===== src/l3sf_pkg.sv =====
// Shared constants and types of the 3x3 Laplacian stencil filter.
package l3sf_pkg;

  localparam int DEF_MAX_ROWS    = 1024;
  localparam int DEF_MAX_COLS    = 4096;
  localparam int DEF_SAMPLE_BITS = 16;

  // smallest legal frame edge
  localparam int MIN_COUNT = 3;

  localparam int CFG_ADDR_BITS = 2;
  localparam int QUEUE_DEPTH   = 4;

  typedef enum logic [CFG_ADDR_BITS-1:0] {
    REG_ROW_COUNT = 2'd0,
    REG_COL_COUNT = 2'd1
  } l3sf_reg_e;

  // which results one queued item produces
  typedef struct packed {
    logic has_lap;
    logic border;
  } l3sf_kind_t;

  typedef struct packed {
    logic full;
    logic empty;
  } l3sf_qstat_t;

endpackage


===== src/l3sf_back.sv =====
// Back end: final Laplacian sum and result sequencing into the output register.
module l3sf_back #(
  parameter int MAX_ROWS    = l3sf_pkg::DEF_MAX_ROWS,
  parameter int MAX_COLS    = l3sf_pkg::DEF_MAX_COLS,
  parameter int SAMPLE_BITS = l3sf_pkg::DEF_SAMPLE_BITS,
  localparam int RowBits    = $clog2(MAX_ROWS),
  localparam int ColBits    = $clog2(MAX_COLS),
  localparam int TopBits    = SAMPLE_BITS + 2,
  localparam int MidBits    = SAMPLE_BITS + 4,
  localparam int OutBits    = SAMPLE_BITS + 5
) (
  input  logic                          clk_i,
  input  logic                          rst_ni,
  input  logic                          pop_valid_i,
  output logic                          pop_ready_o,
  input  l3sf_pkg::l3sf_kind_t          pop_kind_i,
  input  logic [RowBits-1:0]            pop_row_i,
  input  logic [ColBits-1:0]            pop_col_i,
  input  logic signed [SAMPLE_BITS-1:0] pop_sample_i,
  input  logic signed [TopBits-1:0]     pop_top_i,
  input  logic signed [MidBits-1:0]     pop_mid_i,
  input  logic signed [TopBits-1:0]     pop_new_i,
  output logic                          out_valid_o,
  input  logic                          out_stall_i,
  output logic [RowBits-1:0]            out_row_o,
  output logic [ColBits-1:0]            out_col_o,
  output logic signed [OutBits-1:0]     out_value_o,
  output logic                          is_filtered_o,
  output logic                          last_o
);
  import l3sf_pkg::*;

  logic                          ex_v_q, ex_v_d;
  logic                          ex_phase_q, ex_phase_d;
  l3sf_kind_t                    ex_kind_q;
  logic [RowBits-1:0]            ex_row_q;
  logic [ColBits-1:0]            ex_col_q;
  logic signed [SAMPLE_BITS-1:0] ex_smp_q;
  logic signed [OutBits-1:0]     ex_lap_q;
  logic                          ov_q, ov_d;

  logic emit_lap, res_last, load_out, ex_free, pop;

  // Laplacian goes first, the border copy second
  assign emit_lap    = ex_kind_q.has_lap && !ex_phase_q;
  assign res_last    = emit_lap ? !ex_kind_q.border : 1'b1;
  assign load_out    = ex_v_q && (!ov_q || !out_stall_i);
  assign ex_free     = !ex_v_q || (load_out && res_last);
  assign pop_ready_o = ex_free;
  assign pop         = pop_valid_i && ex_free;

  always_comb begin
    ex_v_d     = ex_v_q;
    ex_phase_d = ex_phase_q;
    ov_d       = ov_q;
    if (ex_free) begin
      ex_v_d = 1'b0;
    end
    if (load_out && !res_last) begin
      ex_phase_d = 1'b1;
    end
    if (pop) begin
      ex_v_d     = 1'b1;
      ex_phase_d = 1'b0;
    end
    if (load_out) begin
      ov_d = 1'b1;
    end else if (!out_stall_i) begin
      ov_d = 1'b0;
    end
  end

  always_ff @(posedge clk_i or negedge rst_ni) begin
    if (!rst_ni) begin
      ex_v_q     <= 1'b0;
      ex_phase_q <= 1'b0;
      ov_q       <= 1'b0;
    end else begin
      ex_v_q     <= ex_v_d;
      ex_phase_q <= ex_phase_d;
      ov_q       <= ov_d;
    end
  end

  always_ff @(posedge clk_i) begin
    if (pop) begin
      ex_kind_q <= pop_kind_i;
      ex_row_q  <= pop_row_i;
      ex_col_q  <= pop_col_i;
      ex_smp_q  <= pop_sample_i;
      ex_lap_q  <= OutBits'(pop_top_i) + OutBits'(pop_mid_i) + OutBits'(pop_new_i);
    end
    if (load_out) begin
      out_row_o     <= emit_lap ? ex_row_q - RowBits'(1) : ex_row_q;
      out_col_o     <= emit_lap ? ex_col_q - ColBits'(1) : ex_col_q;
      out_value_o   <= emit_lap ? ex_lap_q : OutBits'(ex_smp_q);
      is_filtered_o <= emit_lap;
      last_o        <= res_last;
    end
  end

  assign out_valid_o = ov_q;

endmodule


===== config.mk =====
export PLATFORM = sky130hd
export DESIGN_NAME = l3sf_back
export DESIGN_NICKNAME = d
export VERILOG_FILES = /design/src/l3sf_pkg.sv /design/src/l3sf_back.sv
export SDC_FILE = /design/constraint.sdc
export NUM_CORES = 1
export LEC_CHECK = 0
export BUFFER_PORTS_ARGS = -buffer_cell sky130_fd_sc_hd__buf_4
export CAP_MARGIN = 20
export CORE_ASPECT_RATIO = 0.5
export CORE_MARGIN = 5
export CORE_UTILIZATION = 35
export DETAILED_ROUTE_END_ITERATION = 12
export HOLD_SLACK_MARGIN = 0.05
export PLACE_DENSITY = 0.57
export SYNTH_ARGS = -nofsm -noshare
export SYNTH_HDL_FRONTEND = slang
export SYNTH_SLANG_ARGS = --single-unit

===== constraint.sdc =====
create_clock -name clk_i -period 5.01 [get_ports clk_i]
set_input_delay 0.501 -clock clk_i [delete_from_list [all_inputs] [get_ports clk_i]]
set_output_delay 0.501 -clock clk_i [all_outputs]
set_load 0.01 [all_outputs]

== Word level (Yosys, flattened, before mapping) ==
Index checks and enable logic that the tools add are counted.
W data, S select, Z words.
Word-level totals
  bits in registers: 109
  output and inout bits: 47
  logic and storage cells: 44
Cells by class
  $add $sub $neg: 4
  eq/ne operators: 1
  muxes and demuxes: 10
  reduce and logical (&&, ||, !) cells: 15
Operator list (count)
  $add A18 B20 Y21: 1
  $add A21 B18 Y21: 1
  $mux W21: 1
  $mux W12: 1
  $sub A12 B1 Y12 const B: 1
  $mux W10: 1
  $sub A10 B1 Y10 const B: 1
  $mux W1: 7
  $logic_not A1 Y1: 6
  $logic_and A1 B1 Y1: 5
  $reduce_bool A2 Y1: 2
  $logic_or A1 B1 Y1: 2
  $ne A2 B1 Y1 const B: 1

== Depth between registers and ports, before layout ==
Gate-level depths: netlist (run 1).
  depth after elaboration: 7
  depth in mapped cells: 11
  depth with buffers taken out: 11

== Least setup slack after synthesis (run 1) ==
OpenSTA, ideal clock, no wires.
  path type: register to register
  from: reg ex_kind_q[1] in the netlist's numbering
  to: reg ex_col_q[0], enable pin
  arrival time: 2493 ps
  slack: 2091 ps
  cell stages (with the launch flop): 8
  path buffers: 1
  clock period less this slack: 2919 ps
  cells stage by stage: edfxtp_1 > nand2b_1 > clkbuf_1 > inv_2 > nand2_1 > nand2_1 > nand2_1 > and2_1
On the way
  longest elaborated chain between the ends: 5
Ends and longest elaborated chain
  start: declaration: RTL line l3sf_back.sv:35  | l3sf_kind_t ex_kind_q;
  start signal: assignment: RTL line l3sf_back.sv:87  | ex_kind_q <= pop_kind_i;
  $logic_and A1 B1 Y1: RTL line l3sf_back.sv:45  | assign emit_lap = ex_kind_q.has_lap && !ex_phase_q;
  $mux W1: RTL line l3sf_back.sv:46  | assign res_last = emit_lap ? !ex_kind_q.border : 1'b1;
  via res_last: RTL line l3sf_back.sv:42  | logic emit_lap, res_last, load_out, ex_free, pop;
  $logic_and A1 B1 Y1: RTL line l3sf_back.sv:48  | assign ex_free = !ex_v_q || (load_out && res_last);
  $logic_or A1 B1 Y1: RTL line l3sf_back.sv:48
  via pop_ready_o: RTL line l3sf_back.sv:15  | output logic pop_ready_o,
  $logic_and A1 B1 Y1: RTL line l3sf_back.sv:50  | assign pop = pop_valid_i && ex_free;
  end signal: assignment: RTL line l3sf_back.sv:89  | ex_col_q <= pop_col_i;
  end: declaration: RTL line l3sf_back.sv:37  | logic [ColBits-1:0] ex_col_q;
The timed path passes the listed nets, and every way through them passes these cells.
A chain may end at the register's enable or synchronous reset.

== Final worst setup path (run 1) ==
  from: in pop_top_i[1]
  to: reg ex_lap_q[17], data pin
On the way
  longest elaborated chain between the ends: 2
Ends and longest elaborated chain
  start: declaration: RTL line l3sf_back.sv:20  | input logic signed [TopBits-1:0] pop_top_i,
  $add A18 B20 Y21: RTL line l3sf_back.sv:91  | ex_lap_q <= OutBits'(pop_top_i) + OutBits'(pop_mid_i) + OutBits'(pop_new_i);
  $add A21 B18 Y21: RTL line l3sf_back.sv:91
  end signal: assignment: RTL line l3sf_back.sv:91
  end: declaration: RTL line l3sf_back.sv:39  | logic signed [OutBits-1:0] ex_lap_q;
Every way passes these cells.

==> run summary, run 1 <==
worst-margin pin slew - 0.654 ns
Data arrival, critical path - 2.99 ns
Synth area leader - edfxtp_1
CTS tree - built
Crit Path Category - primary input to register
Core ar. - 14700 um2
Simple-Gate Fraction of Synth Area - 9.76%
area of the mapped netlist - 5310 um2
TritonCTS Buffers - 9
RSZ-0062 raised after global routing - no
status - completed
Final Cycle Share - 58.1%
Slew Limit Fails - 0
# port buffers - 146
post-place setup slack - 1.78 ns
min Tclk post-route - 2.91 ns
Antenna Cells - 0
total gr overflow - 0
Max Freq - 343 MHz
register area share after synthesis - 61.4%
Initial Util - 36.2%
endpoints failing setup - 0
clk sink count - 109
Detailed Route Iter0 Violations - 133
final net count - 678
aggregate global-route resource usage - 12.5%
Total Routed Length - 10900 um
# IOs - 147
CTS HTree Levels - 3
GP Congestion - 0.824
root buf cell - clkbuf_16
die width - 184 um
Post-Synth XOR/XNOR Area - 5.94%
setup bufs post-CTS - 0
DIE AREA - 17900 um2
adder-cell area share of the yosys netlist - 12.9%
Startpoint Class - primary input
share of the synthesized area in the top cell type - 60.0%
wire length per cell - 14.8 um
initial antenna violation count - 0
Area growth syn-to-layout - 31.2%
WHS Path Cells - 1
vias in the first global route - 3567
global-route wire length before repair - 18100 um
R2R depth - 8
dpl hpwl - 8540 um
synthesized area per cell - 13.9 um2
PnR worst setup slack - 2.10 ns
largest net degree at the start of global routing - 47
multiplexer share of the synthesized area - 0%
Cells after Synth - 382
most common cell after layout, fill and taps aside - buf_4
Critical Path RT - 5.09 ns
Crit. End Element - register
P per Cell Area - 358 nW/um2
remaining antenna violation count - 0
commonest cells after routing, fill and taps aside - buf_4, edfxtp_1, nand2_1
YS warnings - 0
top post-synthesis cells by area - edfxtp_1, fa_1, ha_1
clk_lat worst skew - 0.33 ns
Post-Syn Nets - 524
Max-slew headroom - 56.4%
main combinational cell family by area after synthesis - adder cells
row count - 31
MaxCap Viol Count - 0
post-synthesis cell type count - 44
post-CTS sizing - 0
post-route setup TNS - 0 ns
share of cells above drive strength 1 - 32.6%
final hold vios - 0
Seq cells post-synth - 109
Hold Path Class - primary input to register
vias per cell - 4.57
placed cell count - 721
compound-gate portion of the synthesized area - 8.75%
DR vias - 3376
clk buf depth - 2
clock skew - 0.00491 ns
Pre-Repair DR Iteration Count - 4
Worst-path clk slew - 0.07 ns
crit-path max FO - 3
fillers - 1314
drt drc - 0
Worst VDD drop - 0.000155 V
Die Ht - 97.1 um
Non-Filler Instances - 738
Pleak - 2.87 nW
## logic make-up after synthesis
group,count (synthesis)
flip-flops,109
adder cells (fa/ha/maj),42
buffers and inverters,18
XOR/XNOR,36
AND/OR/NAND/NOR,116
AO/OA/AOI/OAI,61
## cell type report
class	count	area [um2]	area share (%)
clock buffer	10	229	3.29
inverter	11	41.3	0.593
multi-input combinational	255	1980	28.5
tap	198	248	3.56
timing repair buffer	150	1150	16.5
clock inverter	5	52.6	0.755
sequential	109	3260	46.8
## critical path: stages
cell,delay [ns]
buf_4,0.11
fa_1,0.47
ha_1,0.26
fa_1,0.44
a211oi_1,0.38
o21ai_1,0.18
a41oi_2,0.25
o21ai_2,0.11
o31ai_4,0.18
xnor2_1,0.10
## path summary, 6_finish.rpt
path | startpoint | endpoint | slack, ns
max | pop_top_i[1] | ex_lap_q[17] | 2.10
min | pop_sample_i[1] | ex_smp_q[1] | 0.34
max reg2reg | ex_phase_q | ex_lap_q[13] | 2.16
min reg2reg | ex_phase_q | ex_phase_q | 0.49
max in group asynchronous | rst_ni | ex_phase_q | 4.41
min in group asynchronous | rst_ni | ex_v_q | 0.51
## Yosys cell counts
cell and number:
nand2_4 1, nand4_1 1, a32o_1 1, o21ai_2 3
nand3b_1 1, nand2b_1 4, a211oi_1 4, xor2_1 16
o31ai_4 1, a311oi_2 1, nor2b_1 3, o211ai_1 2
inv_2 1, inv_1 10, and2_1 3, o21ai_1 4
nor3_1 9, xnor2_1 20, and2_0 1, clkbuf_1 5
edfxtp_1 106, a2111oi_4 1, or3_1 1, a41oi_2 1
fa_1 21, o21ai_0 9, buf_1 2, and3_1 2
nand2_1 70, dfrtp_1 3, nor3_2 1, a21oi_1 13
o21bai_1 1, nor2_1 11, nand3_1 4, a31oi_4 1
o41ai_1 2, a31oi_1 2, a21o_1 13, ha_1 21
a2111oi_0 1, nor4_1 3, o21a_1 1, or4_1 1
## through the flow
step,util [%],hold slack (ns),instance area (um2),total power (W)
detailed placement,45.3,0.296,6640,0.00184
global placement,45.3,0.294,6640,0.00184
floorplan,-,0.205,5310,0.00160
CTS,47.3,0.329,6930,0.00252
finish,47.5,0.345,6960,0.00249
global route,47.5,0.323,6960,0.00263
## flip-flops by register name, indices dropped and copies added, names as in the netlist
signal and count:
out_valid_o 1, out_col_o 12, ex_kind_q 2, ex_lap_q 21, ex_smp_q 16, ex_phase_q 1
is_filtered_o 1, last_o 1, out_row_o 10, out_value_o 21, ex_v_q 1, ex_row_q 10
ex_col_q 12
## report_power, final
| part | switching [W] | internal, W |
|---|---|---|
| clock | 0.000287 | 0.000382 |
| combinational | 0.000333 | 0.000287 |
| sequential | 0.0000395 | 0.00116 |
## what timing repair did
| action | 4_1_cts | 5_1_grt |
|---|---|---|
| endpoints found under the setup margin | 0 | 0 |
| hold endpoints to repair | 3 | 0 |
| hold buffers | 1 | 0 |
## routing by layer
metal	global-route usage (%)	vias to the layer above	wire [um]
met5	0	-	0
met4	2.56	0	49
met3	2.47	2	377
met2	21.4	71	5460
met1	16.5	1611	5050
li1	-	1692	-
Power figures use the tool's default switching activity.
==> run 2, diff against run 1 <==
--- a/config.mk
+++ b/config.mk
@@ -12,7 +12,7 @@
 export CORE_UTILIZATION = 35
 export DETAILED_ROUTE_END_ITERATION = 12
 export HOLD_SLACK_MARGIN = 0.05
-export PLACE_DENSITY = 0.57
+export PLACE_DENSITY = 0.59
 export SYNTH_ARGS = -nofsm -noshare
 export SYNTH_HDL_FRONTEND = slang
 export SYNTH_SLANG_ARGS = --single-unit
==> constraint.sdc (replaced) <==
create_clock -name clk_i -period 2.55 [get_ports clk_i]
set_input_delay 0.255 -clock clk_i [delete_from_list [all_inputs] [get_ports clk_i]]
set_output_delay 0.255 -clock clk_i [all_outputs]
set_load 0.01 [all_outputs]
==> run 2 against run 1 <==
Global-route usage grew 0.30 points. Highest routed layer unchanged. Largest power group unchanged. Worst hold slack lost 0.25 ns. Total power grew 110%. Critical endpoint unchanged.
==> run summary, run 2 (synthesis gave the netlist of run 1 again) <==
Area growth syn-to-layout - 37.0%
fillers - 1334
Crit Path Category - primary input to register
min Tclk post-route - 2.46 ns
Initial Util - 36.2%
Pwr Total - 0.00534 W
final instance area - 7270 um2
Worst VDD drop - 0.000365 V
Clock power frac - 30.3%
most common cell after layout, fill and taps aside - buf_4
P per Cell Area - 734 nW/um2
drt drc - 0
vias in the first global route - 3679
clk sink count - 109
crit-path max FO - 3
DR vias - 3462
vias per cell - 4.51
status - completed
GP Congestion - 0.799
RSZ-0062 raised after global routing - no
root buf cell - clkbuf_16
largest net degree at the start of global routing - 41
wire length per cell - 14.6 um
Critical Path RT - 2.64 ns
Pleak - 3.05 nW
DIE AREA - 17900 um2
post-place setup slack - -0.289 ns
Data arrival, critical path - 2.54 ns
worst hold slack - 0.0913 ns
sw frac - 25.2%
global-route wire length before repair - 18400 um
largest registers - ex_lap_q (21), out_value_o (21), ex_smp_q (16)
Max Freq - 407 MHz
remaining antenna violation count - 0
Core ar. - 14700 um2
multi-input logic area - 2010 um2
TritonCTS Buffers - 9
Final Cycle Share - 96.3%
share of cells above drive strength 1 - 36.9%
total gr overflow - 0
Hold Path Class - primary input to register
CTS tree - built
R2R Setup Slk - 0.72 ns
Reg area - 3260 um2
Detailed Route Iter0 Violations - 125
Sw Pwr - 0.00134 W
worst-margin pin slew - 0.514 ns
PnR worst setup slack - 0.0940 ns
Worst-path clk slew - 0.07 ns
Slew Limit Fails - 0
Pre-Repair DR Iteration Count - 4
Antenna Cells - 0
Pint - 0.00400 W
Seq pwr share - 44.1%
Die Ht - 97.1 um
Startpoint Class - primary input
commonest cells after routing, fill and taps aside - buf_4, edfxtp_1, nand2_1
dpl hpwl - 8790 um
initial antenna violation count - 0
MaxCap Viol Count - 0
CTS HTree Levels - 3
post-route setup TNS - 0 ns
die width - 184 um
Total Routed Length - 11200 um
post-placement cell area - 6890 um2
endpoints failing setup - 0
# IOs - 147
Crit. End Element - register
clk buf depth - 2
clock skew - 0.00523 ns
final hold vios - 0
Max-slew headroom - 65.6%
final net count - 708
aggregate global-route resource usage - 12.8%
clk_lat worst skew - 0.33 ns
Comb power frac - 25.6%
# port buffers - 146
row count - 31
==> run 2: changes by cell type in the layout (fill, tap and decap cells not counted), sizes merged <==
| cell | delta |
|---|---|
| clkinv | -2 |
| buf | +30 |
| clkbuf | -1 |
| bufinv | +3 |
| clkinvlp | -1 |
==> run 2: per-layer routing <==
metal	share of wire, %	wire length, um	global-route usage, %	vias to the layer above
met5	0	0	0	-
met4	1.2	131	3.58	0
met3	3.8	423	2.17	12
met2	50	5610	22.1	73
met1	45	5040	16.5	1631
li1	-	-	-	1746
==> run 2: area by class of cell <==
| cell class | count | area share [%] |
|---|---|---|
| clock buffers | 9 | 3.10 |
| inverters | 11 | 0.568 |
| multi-input cells | 255 | 27.6 |
| well taps | 198 | 3.41 |
| clock inverters | 5 | 1.72 |
| flip-flops and latches | 109 | 44.8 |
| repair buffers | 180 | 18.8 |
==> run 2: through the flow <==
stage	cells	utilization (%)
after global placement	752	47.0
after CTS	767	49.5
after detailed placement	752	47.0
final	767	49.6
after global routing	767	49.6
after floorplan	382	-
==> run 2: timing repair <==
item                                    CTS  global route
endpoints found under the setup margin    0             3
hold endpoints to repair                  3             0
hold buffers                              1             0
gates resized for setup                   0             4
buffers inserted                          0             0
==> run 2: power by group through the flow <==
| stage | clock [W] | sequential (W) | combinational (W) |
|---|---|---|---|
| floorplan | 0 | 0.00242 | 0.000717 |
| global placement | 0 | 0.00239 | 0.00136 |
| detailed placement | 0 | 0.00239 | 0.00137 |
| CTS | 0.00167 | 0.00236 | 0.00138 |
| global route | 0.00174 | 0.00238 | 0.00153 |
| finish | 0.00162 | 0.00235 | 0.00137 |
==> run 2: final timing paths <==
| path | startpoint | endpoint | cells after the start |
|---|---|---|---|
| hold / removal | pop_sample_i[11] | ex_smp_q[11] | 1 |
| setup reg to reg | ex_phase_q | out_row_o[7] | 5 |
| min in group asynchronous | rst_ni | ex_v_q | 2 |
| max in group asynchronous | rst_ni | ex_phase_q | 2 |
| setup / recovery | pop_top_i[1] | ex_lap_q[17] | 10 |
| hold reg to reg | ex_phase_q | ex_phase_q | 1 |
==> run 2: worst max-delay path, cell delays in order <==
cell      delay (ns)
buf_4           0.12
fa_1            0.47
ha_1            0.25
fa_2            0.40
a211oi_4        0.31
o21ai_2         0.12
a41oi_2         0.23
o21ai_2         0.12
o31ai_4         0.18
xnor2_1         0.08
