## config.mk

```make
export PLATFORM = sky130hd
export DESIGN_NAME = l3sf_queue
export DESIGN_NICKNAME = d
export VERILOG_FILES = /design/src/l3sf_pkg.sv /design/src/l3sf_queue.sv
export SDC_FILE = /design/constraint.sdc
export NUM_CORES = 1
export LEC_CHECK = 0
export BUFFER_PORTS_ARGS = -buffer_cell sky130_fd_sc_hd__buf_2
export CAP_MARGIN = 20
export CORE_MARGIN = 2
export CORE_UTILIZATION = 45
export CTS_CLUSTER_SIZE = 40
export DETAILED_ROUTE_END_ITERATION = 16
export MAX_ROUTING_LAYER = met4
export PLACE_DENSITY_LB_ADDON = 0.1
export SYNTH_ARGS = -nofsm -noshare
export SYNTH_HDL_FRONTEND = slang
export SYNTH_SLANG_ARGS = --single-unit
```

## constraint.sdc

```tcl
create_clock -name clk_i -period 4.1 [get_ports clk_i]
set_clock_uncertainty 0.1 [all_clocks]
set_input_delay 0 -clock clk_i [delete_from_list [all_inputs] [get_ports clk_i]]
set_output_delay 0 -clock clk_i [all_outputs]
set_load 0.02 [all_outputs]
```

## src/l3sf_pkg.sv

```systemverilog
// Shared constants and types of the 3x3 Laplacian stencil filter.
package l3sf_pkg;

  localparam int DEF_MAX_ROWS    = 1024;
  localparam int DEF_MAX_COLS    = 4096;
  localparam int DEF_SAMPLE_BITS = 16;

  // smallest legal frame edge
  localparam int MIN_COUNT = 3;

  localparam int CFG_ADDR_BITS = 2;
  localparam int QUEUE_DEPTH   = 4;

  typedef enum logic [CFG_ADDR_BITS-1:0] {
    REG_ROW_COUNT = 2'd0,
    REG_COL_COUNT = 2'd1
  } l3sf_reg_e;

  // which results one queued item produces
  typedef struct packed {
    logic has_lap;
    logic border;
  } l3sf_kind_t;

  typedef struct packed {
    logic full;
    logic empty;
  } l3sf_qstat_t;

endpackage

```

## src/l3sf_queue.sv

```systemverilog
// Small register queue between the front and back ends.
module l3sf_queue #(
  parameter int WIDTH = 8,
  parameter int DEPTH = l3sf_pkg::QUEUE_DEPTH
) (
  input  logic                  clk_i,
  input  logic                  rst_ni,
  input  logic                  push_valid_i,
  input  logic [WIDTH-1:0]      push_data_i,
  output logic                  pop_valid_o,
  input  logic                  pop_ready_i,
  output logic [WIDTH-1:0]      pop_data_o,
  output l3sf_pkg::l3sf_qstat_t stat_o
);
  import l3sf_pkg::*;

  localparam int PtrBits = (DEPTH > 1) ? $clog2(DEPTH) : 1;
  localparam int CntBits = $clog2(DEPTH + 1);

  logic [WIDTH-1:0]   mem_q [DEPTH];
  logic [PtrBits-1:0] wr_q, wr_d, rd_q, rd_d;
  logic [CntBits-1:0] cnt_q, cnt_d;
  logic               push, pop;

  assign stat_o.full  = (cnt_q == CntBits'(DEPTH));
  assign stat_o.empty = (cnt_q == '0);
  assign pop_valid_o  = !stat_o.empty;
  assign pop_data_o   = mem_q[rd_q];
  assign push         = push_valid_i && !stat_o.full;
  assign pop          = pop_valid_o && pop_ready_i;

  always_comb begin
    wr_d  = wr_q;
    rd_d  = rd_q;
    cnt_d = cnt_q;
    if (push) begin
      wr_d = (wr_q == PtrBits'(DEPTH - 1)) ? '0 : wr_q + PtrBits'(1);
    end
    if (pop) begin
      rd_d = (rd_q == PtrBits'(DEPTH - 1)) ? '0 : rd_q + PtrBits'(1);
    end
    if (push && !pop) begin
      cnt_d = cnt_q + CntBits'(1);
    end else if (pop && !push) begin
      cnt_d = cnt_q - CntBits'(1);
    end
  end

  always_ff @(posedge clk_i or negedge rst_ni) begin
    if (!rst_ni) begin
      wr_q  <= '0;
      rd_q  <= '0;
      cnt_q <= '0;
    end else begin
      wr_q  <= wr_d;
      rd_q  <= rd_d;
      cnt_q <= cnt_d;
    end
  end

  always_ff @(posedge clk_i) begin
    if (push) begin
      mem_q[wr_q] <= push_data_i;
    end
  end

endmodule

```

# ---- Word-level counts from Yosys, hierarchy flattened
# Memories as Yosys holds them, arrays and structs flattened.
# Index checks and enable logic that the tools add are counted.
dict set report totals {
  reg_bits 7
  mem_bits_rw 32
  in_bits 12
  out_inout_bits 11
  elab_cells 27
  mem_count 1
}
# name depth width read_ports rd_ports_with_merged_regs wr line_no
set mem_list {}
lappend mem_list {mem_q 4 8 1 0 1 l3sf_queue.sv:20} ;# logic [WIDTH-1:0] mem_q [DEPTH];
dict set report op_classes {
  n_addsub 4
  eq_ne 3
  muxes 6
  reduce_logical 10
}
# operator n
set ops {}
lappend ops {{$mux W3} 2}
lappend ops {{$add A2 B1 Y2 const B} 2}
lappend ops {{$eq A2 B2 Y1 const B} 2}
lappend ops {{$logic_and A1 B1 Y1} 4}
lappend ops {{$logic_not A1 Y1} 4}
lappend ops {{$mux W2} 2}
lappend ops {{$add A3 B1 Y3 const B} 1}
lappend ops {{$eq A3 B3 Y1 const B} 1}
lappend ops {{$logic_not A3 Y1} 1}
lappend ops {{$sub A3 B1 Y3 const B} 1}
lappend ops {{$mux W1} 2}
lappend ops {{$reduce_bool A2 Y1} 1}

# ---- Longest topological paths before layout
# Gate-level depths: netlist of run 1.
dict set report logic_depth {
  ltp_word 7
  depth_mapped 9
  depth_no_buf 8
}

# ---- Worst setup path before layout of run 1
# OpenSTA, ideal clock, no wires.
dict set report synth_path {
  kind {reg-to-reg}
  startpoint {register cnt_q[0]}
  endpoint {register cnt_q[1]}
  setup_time_ps 125
  t_arrival_ps 1899
  required_time_ps 3875
  setup_slack_ps 1976
  path_stages_with_launch 8
  n_path_buf 1
  period_less_slack_ps 2124
  path_cell_list {dfrtp_1 > nor3b_4 > nor2b_2 > buf_6 > ha_1 > inv_1 > fa_1 > mux2_2}
}
# element line_no
set synth_lines {}
lappend synth_lines {{start, declared} l3sf_queue.sv:22} ;# logic [CntBits-1:0] cnt_q, cnt_d;
lappend synth_lines {{start signal, assigned} l3sf_queue.sv:57} ;# cnt_q <= cnt_d;

# ---- Final worst setup path of run 1
dict set report layout_path {
  startpoint {register cnt_q[0]}
  endpoint {register cnt_q[2]}
}
dict set report layout_via {
  elab_chain_len 6
  word_cells_on_any_way 15
  classes_between {add/sub (2); eq/ne (1); mux (2); reduce/logical (10)}
}
# element
set layout_rtl {}
lappend layout_rtl {{parallel branches: the longest is 6 deep, another holds $sub A3 B1 Y3}}
# Parallel ways; which one is timed is not known. The select of a mux whose other input is x is not followed.
# A chain may end at the register's enable or synchronous reset.

==> results by group, run 1 <==
Synth
  • Yosys top cell by area: edfxtp_1
  • Async S/R FF share, synth: 17.95%
  • Netlist cell types: 19
  • Prevailing post-synth register cell: edfxtp_1
  • Synthesized Nets: 99
  • Top cells by area, synth: edfxtp_1 59%, mux4_2 11%, dfrtp_1 11%
  • Post-synth EDFFs: 32
  • Top-count cell post-synth: edfxtp_1
  • Synth top area share: 58.76%
  • Synthesized cell area: 1635 µm²
  • Seq/Total Area, Yosys: 69.47%
  • Syn_area_per_cell: 20.44 µm²
  • Synth Register Bits: 39
  • Synth Instances: 80
  • Yosys warnings: 0
  • Top cells by count, synth: 32 x edfxtp_1, 8 x mux4_2, 7 x dfrtp_1, 6 x ha_1

Final layout
  • Synthesis-to-layout area growth: 18.82%
  • Nets: 136
  • Number of fill cells: 288
  • Layout cell share with drive strength beyond 1: 41.53%
  • ANT cells: 0

Worst hold path
  • Hold Path Class: in2reg

Floorplan
  • Initial Util: 47.88%
  • Die Ht: 64.29 µm
  • Core Box Area: 3416 µm²
  • Die width: 64.29 µm
  • Ports: 23
  • Die area: 4133 µm²
  • Rows: 21

Timing
  • Setup violations, final: 0
  • Minimum clock period: 2.201 ns
  • Fmax: 454.3 MHz
  • RSZ-0062 raised after global routing: no
  • Fin. max-slew vios: 0
  • Setup TNS Final: 0 ns
  • Period utilization: 53.69%
  • Slew margin rel.: 58.67%
  • Worst Tran Pin Value: 0.6200 ns
  • Final Hold Viols: 0

Setup path
  • Worst r2r src: cnt_q[0]
  • Worst setup path end: cnt_q[2]
  • Top delay family on crit path: simple AND/OR/NAND/NOR gates
  • Reg2Reg Capture Point: cnt_q[2]
  • CP cell instances: or3_4, nand2_4, ha_1, inv_1, fa_1, xor2_1, nor2_1, xor2_1
  • Required time of the critical path: 4.27 ns
  • CP startpoint: cnt_q[0]
  • Startpoint types: flop
  • Number of buffers and inverters on the critical path: 1
  • Worst path slowest cell: dfrtp_1
  • R2r setup slk: 1.90 ns
  • Most Frequent Cell on Critical Path: xor2_1
  • Crit path max fanout: 4
  • Critical Path End Type: flop
  • Slowest stage delay, CP: 0.48 ns
  • Stages on worst setup path: 8
  • Reg2Reg Depth: 8
  • Critical path data arrival time: 2.37 ns
  • Crit Path Category: reg2reg

Global route
  • GRT met1 Usage: 16.53%
  • Grt met3 use: 4.401%
  • Antenna violations before repair: 0
  • M2 GR Usage: 23.83%
  • Vias in the first global route: 882
  • First-pass GRT wire length: 4146 µm
  • GRT Max-Usage Layer: met2
  • GRT Overall Usage: 14.53%
  • Largest net degree at the start of global routing: 12
  • Total gr overflow: 0

Clock tree
  • CTS clk-pin slew, worst paths: 0.11 ns
  • TritonCTS clock tree: done
  • Worst skew pair latency: 0.33 ns
  • Clock tree root buffer cell: clkbuf_4
  • Clock Sinks: 39
  • Longest Clk Path Bufs: 2
  • Htree depth: 2
  • Cts bufs inserted: 5

Detailed routing
  • Vias: 802
  • DRT antenna net count: 0
  • Wire per inst: 15.49 µm
  • Via/cell ratio: 4.890
  • Final wirelength: 2540 µm
  • Initial detailed-routing violation count: 12
  • Drt drc: 0
  • First-pass detailed-route iteration total: 4

Power and ir drop
  • PwrDens: 669.9 nW/µm²
  • Total power: 1.302 mW
  • Peak VDD IR: 0.0003458 V
  • Leakage power: 0.7512 nW

Place
  • Port Buffers: 22
  • Hpwl dp: 1713 µm
  • RD Place Congestion: 0.6373

Run status
  • Outcome: completed

Flow run
  • Max-cap viol count: 0
==> area by class of cell <==
type	count	area (µm²)	area share, %
inverters	4	15.01	0.7727
well taps	46	57.56	2.962
clock inverters	1	5.005	0.2576
multi-input cells	34	464.2	23.89
repair buffers	33	220.2	11.33
flip-flops and latches	39	1136	58.47
clock buffers	7	45.04	2.318
==> through the flow <==
stage / cell area [µm²] / utilization [%] / cells / hold WS [ns] / setup slack (ns)
floorplan: 1635 / - / 80 / -0.3956 / 1.976
finish: 1943 / 56.89 / 164 / 0.08830 / 1.899
CTS: 1943 / 56.89 / 164 / 0.07224 / 1.892
global route: 1943 / 56.89 / 164 / 0.07387 / 1.786
detailed placement: 1783 / 52.20 / 145 / -0.2499 / 1.894
global placement: 1783 / 52.20 / 145 / -0.2559 / 1.975
==> logic make-up (layout without fill, tap and decap cells) <==
| group | count (synthesis) | after routing | synth area share [%] |
|---|---|---|---|
| flip-flops | 39 | 39 | 69.47 |
| multiplexers | 13 | 13 | 15.38 |
| AND/OR/NAND/NOR | 11 | 11 | 5.585 |
| adder cells (fa/ha/maj) | 7 | 7 | 5.815 |
| buffers and inverters | 7 | 45 | 2.141 |
| XOR/XNOR | 3 | 3 | 1.607 |
==> metal layers <==
metal | share of wire, % | routed length (µm) | vias to the layer above
met4 | 1.9 | 49 | 0
met1 | 41 | 1037 | 399
li1 | - | - | 375
met3 | 4.6 | 117 | 6
met2 | 53 | 1335 | 22
met5 | 0 | 0 | -
==> layout by cell type, fill, tap and decap left out <==
cell type / Yosys / routed
mux4_2: 8 / 8
nor2b_2: 1 / 1
inv_1: 4 / 4
and2_2: 4 / 4
nor2_1: 3 / 3
clkinv_2: 0 / 1
mux2_4: 4 / 4
clkbuf_1: 1 / 2
xnor2_1: 1 / 1
buf_2: 1 / 22
edfxtp_1: 32 / 32
ha_1: 6 / 6
or3_4: 1 / 1
dlygate4sd3_1: 0 / 11
clkbuf_4: 0 / 5
fa_1: 1 / 1
nor3b_4: 1 / 1
nand2_4: 1 / 1
xor2_1: 2 / 2
dfrtp_1: 7 / 7
mux2_2: 1 / 1
==> power breakdown <==
part	leakage [nW]	internal [mW]	switching (mW)
Clock	0.0293	0.0669	0.113
Sequential	0.375	0.535	0.0987
Combinational	0.347	0.253	0.234
Total	0.751	0.855	0.446
==> state kept, by name, summed over array words and instances, names as in the netlist <==
register and count:
wr_q 2, rd_q 2, mem_q 32, cnt_q 3
==> worst min path at each step <==
stage | start | end | cells after the start
finish | push_valid_i | wr_q[0] | 3
CTS | push_valid_i | wr_q[0] | 3
global placement | rst_ni | cnt_q[0] | 1
global route | push_valid_i | wr_q[1] | 3
floorplan | rst_ni | cnt_q[0] | 0
detailed placement | rst_ni | cnt_q[0] | 1
==> repair_timing <==
item / CTS / global route
hold endpoints to repair: 41 / 0
buffers inserted: 0 / 0
endpoints found under the setup margin: 0 / 0
hold buffers: 11 / 0
gates resized for setup: 0 / 0
==> worst reg2reg max path: stages (launching register included) <==
cell and delay [ns]:
dfrtp_1 0.48, or3_4 0.43, nand2_4 0.10, ha_1 0.18
inv_1 0.06, fa_1 0.38, xor2_1 0.15, nor2_1 0.11
xor2_1 0.14
Power figures use the tool's default switching activity.
==> inputs of run 2 (changes only) <==
==> constraint.sdc (replaced) <==
create_clock -name clk_i -period 1.8 [get_ports clk_i]
set_clock_uncertainty 0.1 [all_clocks]
set_input_delay 0 -clock clk_i [delete_from_list [all_inputs] [get_ports clk_i]]
set_output_delay 0 -clock clk_i [all_outputs]
set_load 0.02 [all_outputs]
==> run 2 against run 1 <==
  * The flow now finishes with violations (negative setup slack)
  * Final cell count grew 6.1%
  * Via count grew 3.2%
  * Maximum frequency grew 9.0%
  * Final area grew 5.7%
  * Combinational power grew to 2.9 times the previous value
  * Non-clock buffer count grew 10
  * Count of clock-buffer cells in the layout is the same
  * Utilization grew 3.2 points
  * Critical endpoint is now cnt_q[1]
==> results by group, run 2 (synthesis gave the netlist of run 1 again) <==
Run status
  • Outcome: complete, but fails checks
  • Violated checks: negative setup slack

Timing
  • Final Hold Viols: 0
  • Fin. max-slew vios: 0
  • Minimum clock period: 2.019 ns
  • Setup slack after layout: -0.2195 ns
  • Fmax: 495.2 MHz
  • Slew margin rel.: 71.56%
  • Worst Tran Pin Value: 0.4266 ns
  • Period utilization: 112.2%
  • RSZ-0062 raised after global routing: yes
  • Hold_ws: 0.06783 ns
  • Setup violations, final: 2

Floorplan
  • Die Ht: 64.29 µm
  • Rows: 21
  • Initial Util: 47.88%
  • Die width: 64.29 µm
  • Die area: 4133 µm²
  • Core Box Area: 3416 µm²
  • Ports: 23

Power and ir drop
  • Peak VDD IR: 0.0008020 V
  • Leakage power: 0.8125 nW
  • PwrDens: 1560 nW/µm²

Final layout
  • Largest register FFs: 32
  • Cell area after layout: 2053 µm²
  • Synthesis-to-layout area growth: 25.55%
  • Largest registers: mem_q (32), cnt_q (3)
  • ANT cells: 0
  • Final core utilization: 60.11%
  • Commonest non-fill, non-tap cell in the layout: edfxtp_1
  • Nets: 146
  • Commonest non-fill, non-tap cells in the layout: 32 x edfxtp_1, 22 x buf_2, 11 x dlygate4sd3_1
  • Reg with most FFs: mem_q
  • Layout cell share with drive strength beyond 1: 50.00%
  • Final cell count without fillers: 174

Setup path
  • Critical path data arrival time: 2.14 ns
  • Required time of the critical path: 1.92 ns
  • Startpoint types: flop
  • Crit Path Category: reg2reg
  • Critical Path End Type: flop
  • Crit path max fanout: 2

Clock tree
  • TritonCTS clock tree: done
  • CTS clk-pin slew, worst paths: 0.10 ns
  • Longest Clk Path Bufs: 2
  • Clock Sinks: 39
  • Cts bufs inserted: 5
  • Htree depth: 2
  • Clock tree root buffer cell: clkbuf_4
  • Worst skew pair latency: 0.32 ns

Detailed routing
  • Final wirelength: 2569 µm
  • Wire per inst: 14.76 µm
  • Via/cell ratio: 4.759
  • First-pass detailed-route iteration total: 4
  • Drt drc: 0
  • Initial detailed-routing violation count: 44
  • DRT antenna net count: 0
  • Vias: 828

Place
  • Port Buffers: 22
  • Pre-CTS setup slack: -0.2008 ns
  • Placed insts: 154
  • Dpl cell area: 1867 µm²
  • RD Place Congestion: 0.7453
  • Hpwl dp: 1704 µm

Global route
  • Largest net degree at the start of global routing: 13
  • First-pass GRT wire length: 4160 µm
  • Antenna violations before repair: 0
  • GRT Overall Usage: 14.66%
  • Total gr overflow: 0
  • Vias in the first global route: 849

Flow run
  • Max-cap viol count: 0

Worst hold path
  • Hold Path Class: in2reg
## run 2: repair_timing
item | in CTS | in global routing
endpoints found under the setup margin | 2 | 2
setup buffers | 1 | 0
hold endpoints to repair | 40 | 0
gates cloned | 0 | 0
hold buffers | 11 | 0
pin swaps | 2 | 1
gates resized for setup | 0 | 2
## run 2: where the power goes
part	leakage (nW)	internal (mW)	total (mW)	switching [mW]
Clock	0.0353	0.189	0.448	0.259
Combinational	0.403	0.730	1.40	0.666
Sequential	0.374	1.22	1.36	0.136
## run 2: metal layers
layer	wire [µm]	share of wire (%)	track usage (%)
met1	1061	41	16.83
met2	1363	53	23.83
met3	104	4.0	4.049
met4	40	1.6	7.181
met5	0	0	-
## run 2: final cells by class
cell class / count / area, µm²
clock buffer: 7 / 55.05
multi-input combinational: 34 / 488.0
tap: 46 / 57.56
fill: 274 / 1363
sequential: 39 / 1137
clock inverter: 1 / 5.005
timing repair buffer: 43 / 295.3
inverter: 4 / 15.01
## run 2: critical path, cell delays in order, from the launching register on
cell and delay [ns]:
dfrtp_2 0.42, buf_4 0.14, nor3b_4 0.24, nor2b_4 0.08, ha_4 0.17, inv_2 0.05
fa_2 0.44, mux2_4 0.28
## run 2: final timing paths
path / from / to / slack [ns] / cells after the start
max in group asynchronous: rst_ni / cnt_q[0] / 0.79 / 3
min: push_valid_i / cnt_q[0] / 0.07 / 4
min reg2reg: wr_q[1] / wr_q[1] / 0.49 / 1
max reg2reg: cnt_q[0] / cnt_q[1] / -0.22 / 7
min in group asynchronous: rst_ni / cnt_q[2] / 0.53 / 3
max: cnt_q[0] / cnt_q[1] / -0.22 / 7
## run 2: stage by stage
stage	power [mW]	setup TNS [ns]
floorplan	2.297	-0.5001
global placement	2.674	-0.2554
detailed placement	2.712	-0.3599
CTS	3.197	-0.3196
global route	3.426	-0.5927
finish	3.203	-0.3993
==> inputs of run 3 (changes only) <==
--- a/config.mk
+++ b/config.mk
@@ -7,7 +7,7 @@
 export LEC_CHECK = 0
 export BUFFER_PORTS_ARGS = -buffer_cell sky130_fd_sc_hd__buf_2
 export CAP_MARGIN = 20
-export CORE_MARGIN = 2
+export CORE_MARGIN = 3
 export CORE_UTILIZATION = 45
 export CTS_CLUSTER_SIZE = 40
 export DETAILED_ROUTE_END_ITERATION = 16
==> run 3 against run 2 <==
  * The run still ends with negative setup slack left
  * Sequential cell count stayed put
  * Routed wire length increased by 3.5%
  * Sequential share of layout area fell by 0.84 points
  * Global-route usage grew 0.19 points
  * Via count is 2.8% higher
  * Clock power shrank 2%
  * Largest power group unchanged
  * Highest routed layer unchanged
==> results by group, run 3 (synthesis gave the netlist of run 1 again) <==
Final layout
  • Largest registers: mem_q (32), cnt_q (3)
  • Reg with most FFs: mem_q
  • Number of fill cells: 280
  • Final core utilization: 61.10%
  • Cell area after layout: 2087 µm²
  • Synthesis-to-layout area growth: 27.62%
  • Commonest non-fill, non-tap cells in the layout: 32 x edfxtp_1, 22 x buf_2, 14 x buf_4
  • Layout cell share with drive strength beyond 1: 53.03%
  • Commonest non-fill, non-tap cell in the layout: edfxtp_1
  • Final cell count without fillers: 178
  • ANT cells: 0
  • Nets: 150
  • Storage cell area: 1139 µm²
  • Largest register FFs: 32
  • Multi-input gate area: 493.0 µm²

Timing
  • Hold_ws: 0.06697 ns
  • Fmax: 500.1 MHz
  • Worst Tran Pin Value: 0.3665 ns
  • Slew margin rel.: 75.49%
  • RSZ-0062 raised after global routing: yes
  • Setup TNS Final: -0.3897 ns
  • Period utilization: 111.1%
  • Final Hold Viols: 0
  • Setup violations, final: 2
  • Fin. max-slew vios: 0
  • Setup slack after layout: -0.1996 ns
  • Minimum clock period: 2.000 ns

Place
  • Hpwl dp: 1895 µm
  • Pre-CTS setup slack: -0.1886 ns
  • RD Place Congestion: 0.6568
  • Dpl cell area: 1882 µm²
  • Port Buffers: 22
  • Placed insts: 156

Power and ir drop
  • Peak VDD IR: 0.0009206 V
  • Leakage power: 0.8259 nW
  • Comb power frac: 45.5%
  • Clock Power Share: 13.5%
  • Total power: 3.252 mW
  • Sequential Power Share: 41.0%
  • PwrDens: 1558 nW/µm²
  • Int Pwr: 2.155 mW
  • Net Sw Frac: 33.72%
  • Net switching power: 1.096 mW

Run status
  • Outcome: complete, but fails checks
  • Violated checks: negative setup slack

Detailed routing
  • Vias: 851
  • DRT antenna net count: 0
  • Drt drc: 0
  • Wire per inst: 14.94 µm
  • Initial detailed-routing violation count: 29
  • Final wirelength: 2660 µm
  • Via/cell ratio: 4.781
  • First-pass detailed-route iteration total: 4

Floorplan
  • Initial Util: 47.88%
  • Ports: 23
  • Die Ht: 66.29 µm
  • Core Box Area: 3416 µm²
  • Die width: 66.29 µm
  • Rows: 21
  • Die area: 4394 µm²

Setup path
  • Crit Path Category: reg2reg
  • Critical Path End Type: flop
  • Critical path data arrival time: 2.17 ns
  • Slowest stage delay, CP: 0.43 ns
  • Startpoint types: flop
  • CP cell instances: or3_4, nand2_4, ha_4, inv_2, fa_2, xor2_1, nor2_1, xor2_1
  • Most Frequent Cell on Critical Path: xor2_1
  • Reg2Reg Depth: 8
  • Crit path max fanout: 3
  • Worst path slowest cell: dfrtp_2
  • Required time of the critical path: 1.97 ns

Global route
  • Total gr overflow: 0
  • Vias in the first global route: 917
  • GRT Overall Usage: 14.85%
  • First-pass GRT wire length: 4416 µm
  • Antenna violations before repair: 0
  • Largest net degree at the start of global routing: 14

Worst hold path
  • Hold Path Cell Cnt: 4
  • Hold Path Class: in2reg

Clock tree
  • CTS clk-pin slew, worst paths: 0.12 ns
  • Clock Sinks: 39
  • Worst skew pair latency: 0.34 ns
  • Clock tree root buffer cell: clkbuf_4
  • TritonCTS clock tree: done
  • Longest Clk Path Bufs: 2
  • Cts bufs inserted: 5
  • Htree depth: 2

Flow run
  • Max-cap viol count: 0
run 3: cell types whose count changed in the layout (fill, tap and decap cells not counted):
| cell | delta |
|---|---|
| buf_4 | +4 |
| dfrtp_2 | +1 |
| clkbuf_1 | -1 |
| clkbuf_8 | -1 |
| and2_4 | +4 |
| dfrtp_1 | -1 |
| and2_2 | -4 |
| clkinvlp_4 | +2 |
run 3: power by group through the flow:
| stage | Sequential (mW) | Combinational, mW | Clock, mW |
|---|---|---|---|
| after floorplan | 1.34 | 0.958 | 0 |
| after global placement | 1.36 | 1.35 | 0 |
| after detailed placement | 1.37 | 1.39 | 0 |
| after CTS | 1.36 | 1.43 | 0.455 |
| after global routing | 1.36 | 1.62 | 0.504 |
| final | 1.33 | 1.48 | 0.438 |
run 3: layer usage:
| metal | GRT usage [%] | routed length (µm) | vias up |
|---|---|---|---|
| li1 | - | - | 405 |
| met1 | 15.83 | 1140 | 420 |
| met2 | 25.15 | 1367 | 21 |
| met3 | 5.612 | 109 | 5 |
| met4 | 5.330 | 42 | 0 |
| met5 | - | 0 | - |
run 3: final timing paths:
kind | startpoint | end | slack, ns
max in group asynchronous | rst_ni | rd_q[0] | 0.81
worst max register to register | cnt_q[0] | cnt_q[2] | -0.20
min in group asynchronous | rst_ni | wr_q[1] | 0.50
worst max-delay path | cnt_q[0] | cnt_q[2] | -0.20
worst min register to register | wr_q[1] | wr_q[1] | 0.49
worst min-delay path | push_valid_i | cnt_q[0] | 0.07
run 3: final cells by class:
cell class / instances / share of cell area (%)
sequential: 39 / 54.56
clock inverter: 3 / 0.9592
clock buffer: 5 / 1.799
inverter: 4 / 0.7194
timing repair buffer: 47 / 15.59
tap: 46 / 2.758
multi-input combinational: 34 / 23.62
run 3: repair_timing:
| action | in CTS | in global routing |
|---|---|---|
| pin swaps | 2 | 1 |
| setup buffers | 2 | 1 |
| setup endpoints to repair | 9 | 36 |
| hold buffers | 11 | 0 |
| endpoints found under the hold margin | 40 | 0 |
| gates resized for setup | 1 | 6 |
run 3: critical path, delay by kind of cell, from the launching register on:
| family | cells | cell delay [ns] |
|---|---|---|
| AND/OR/NAND/NOR | 3 | 0.60 |
| adder cells (fa/ha/maj) | 2 | 0.45 |
| buffers and inverters | 1 | 0.03 |
| XOR/XNOR | 2 | 0.31 |
| flip-flops | 1 | 0.43 |
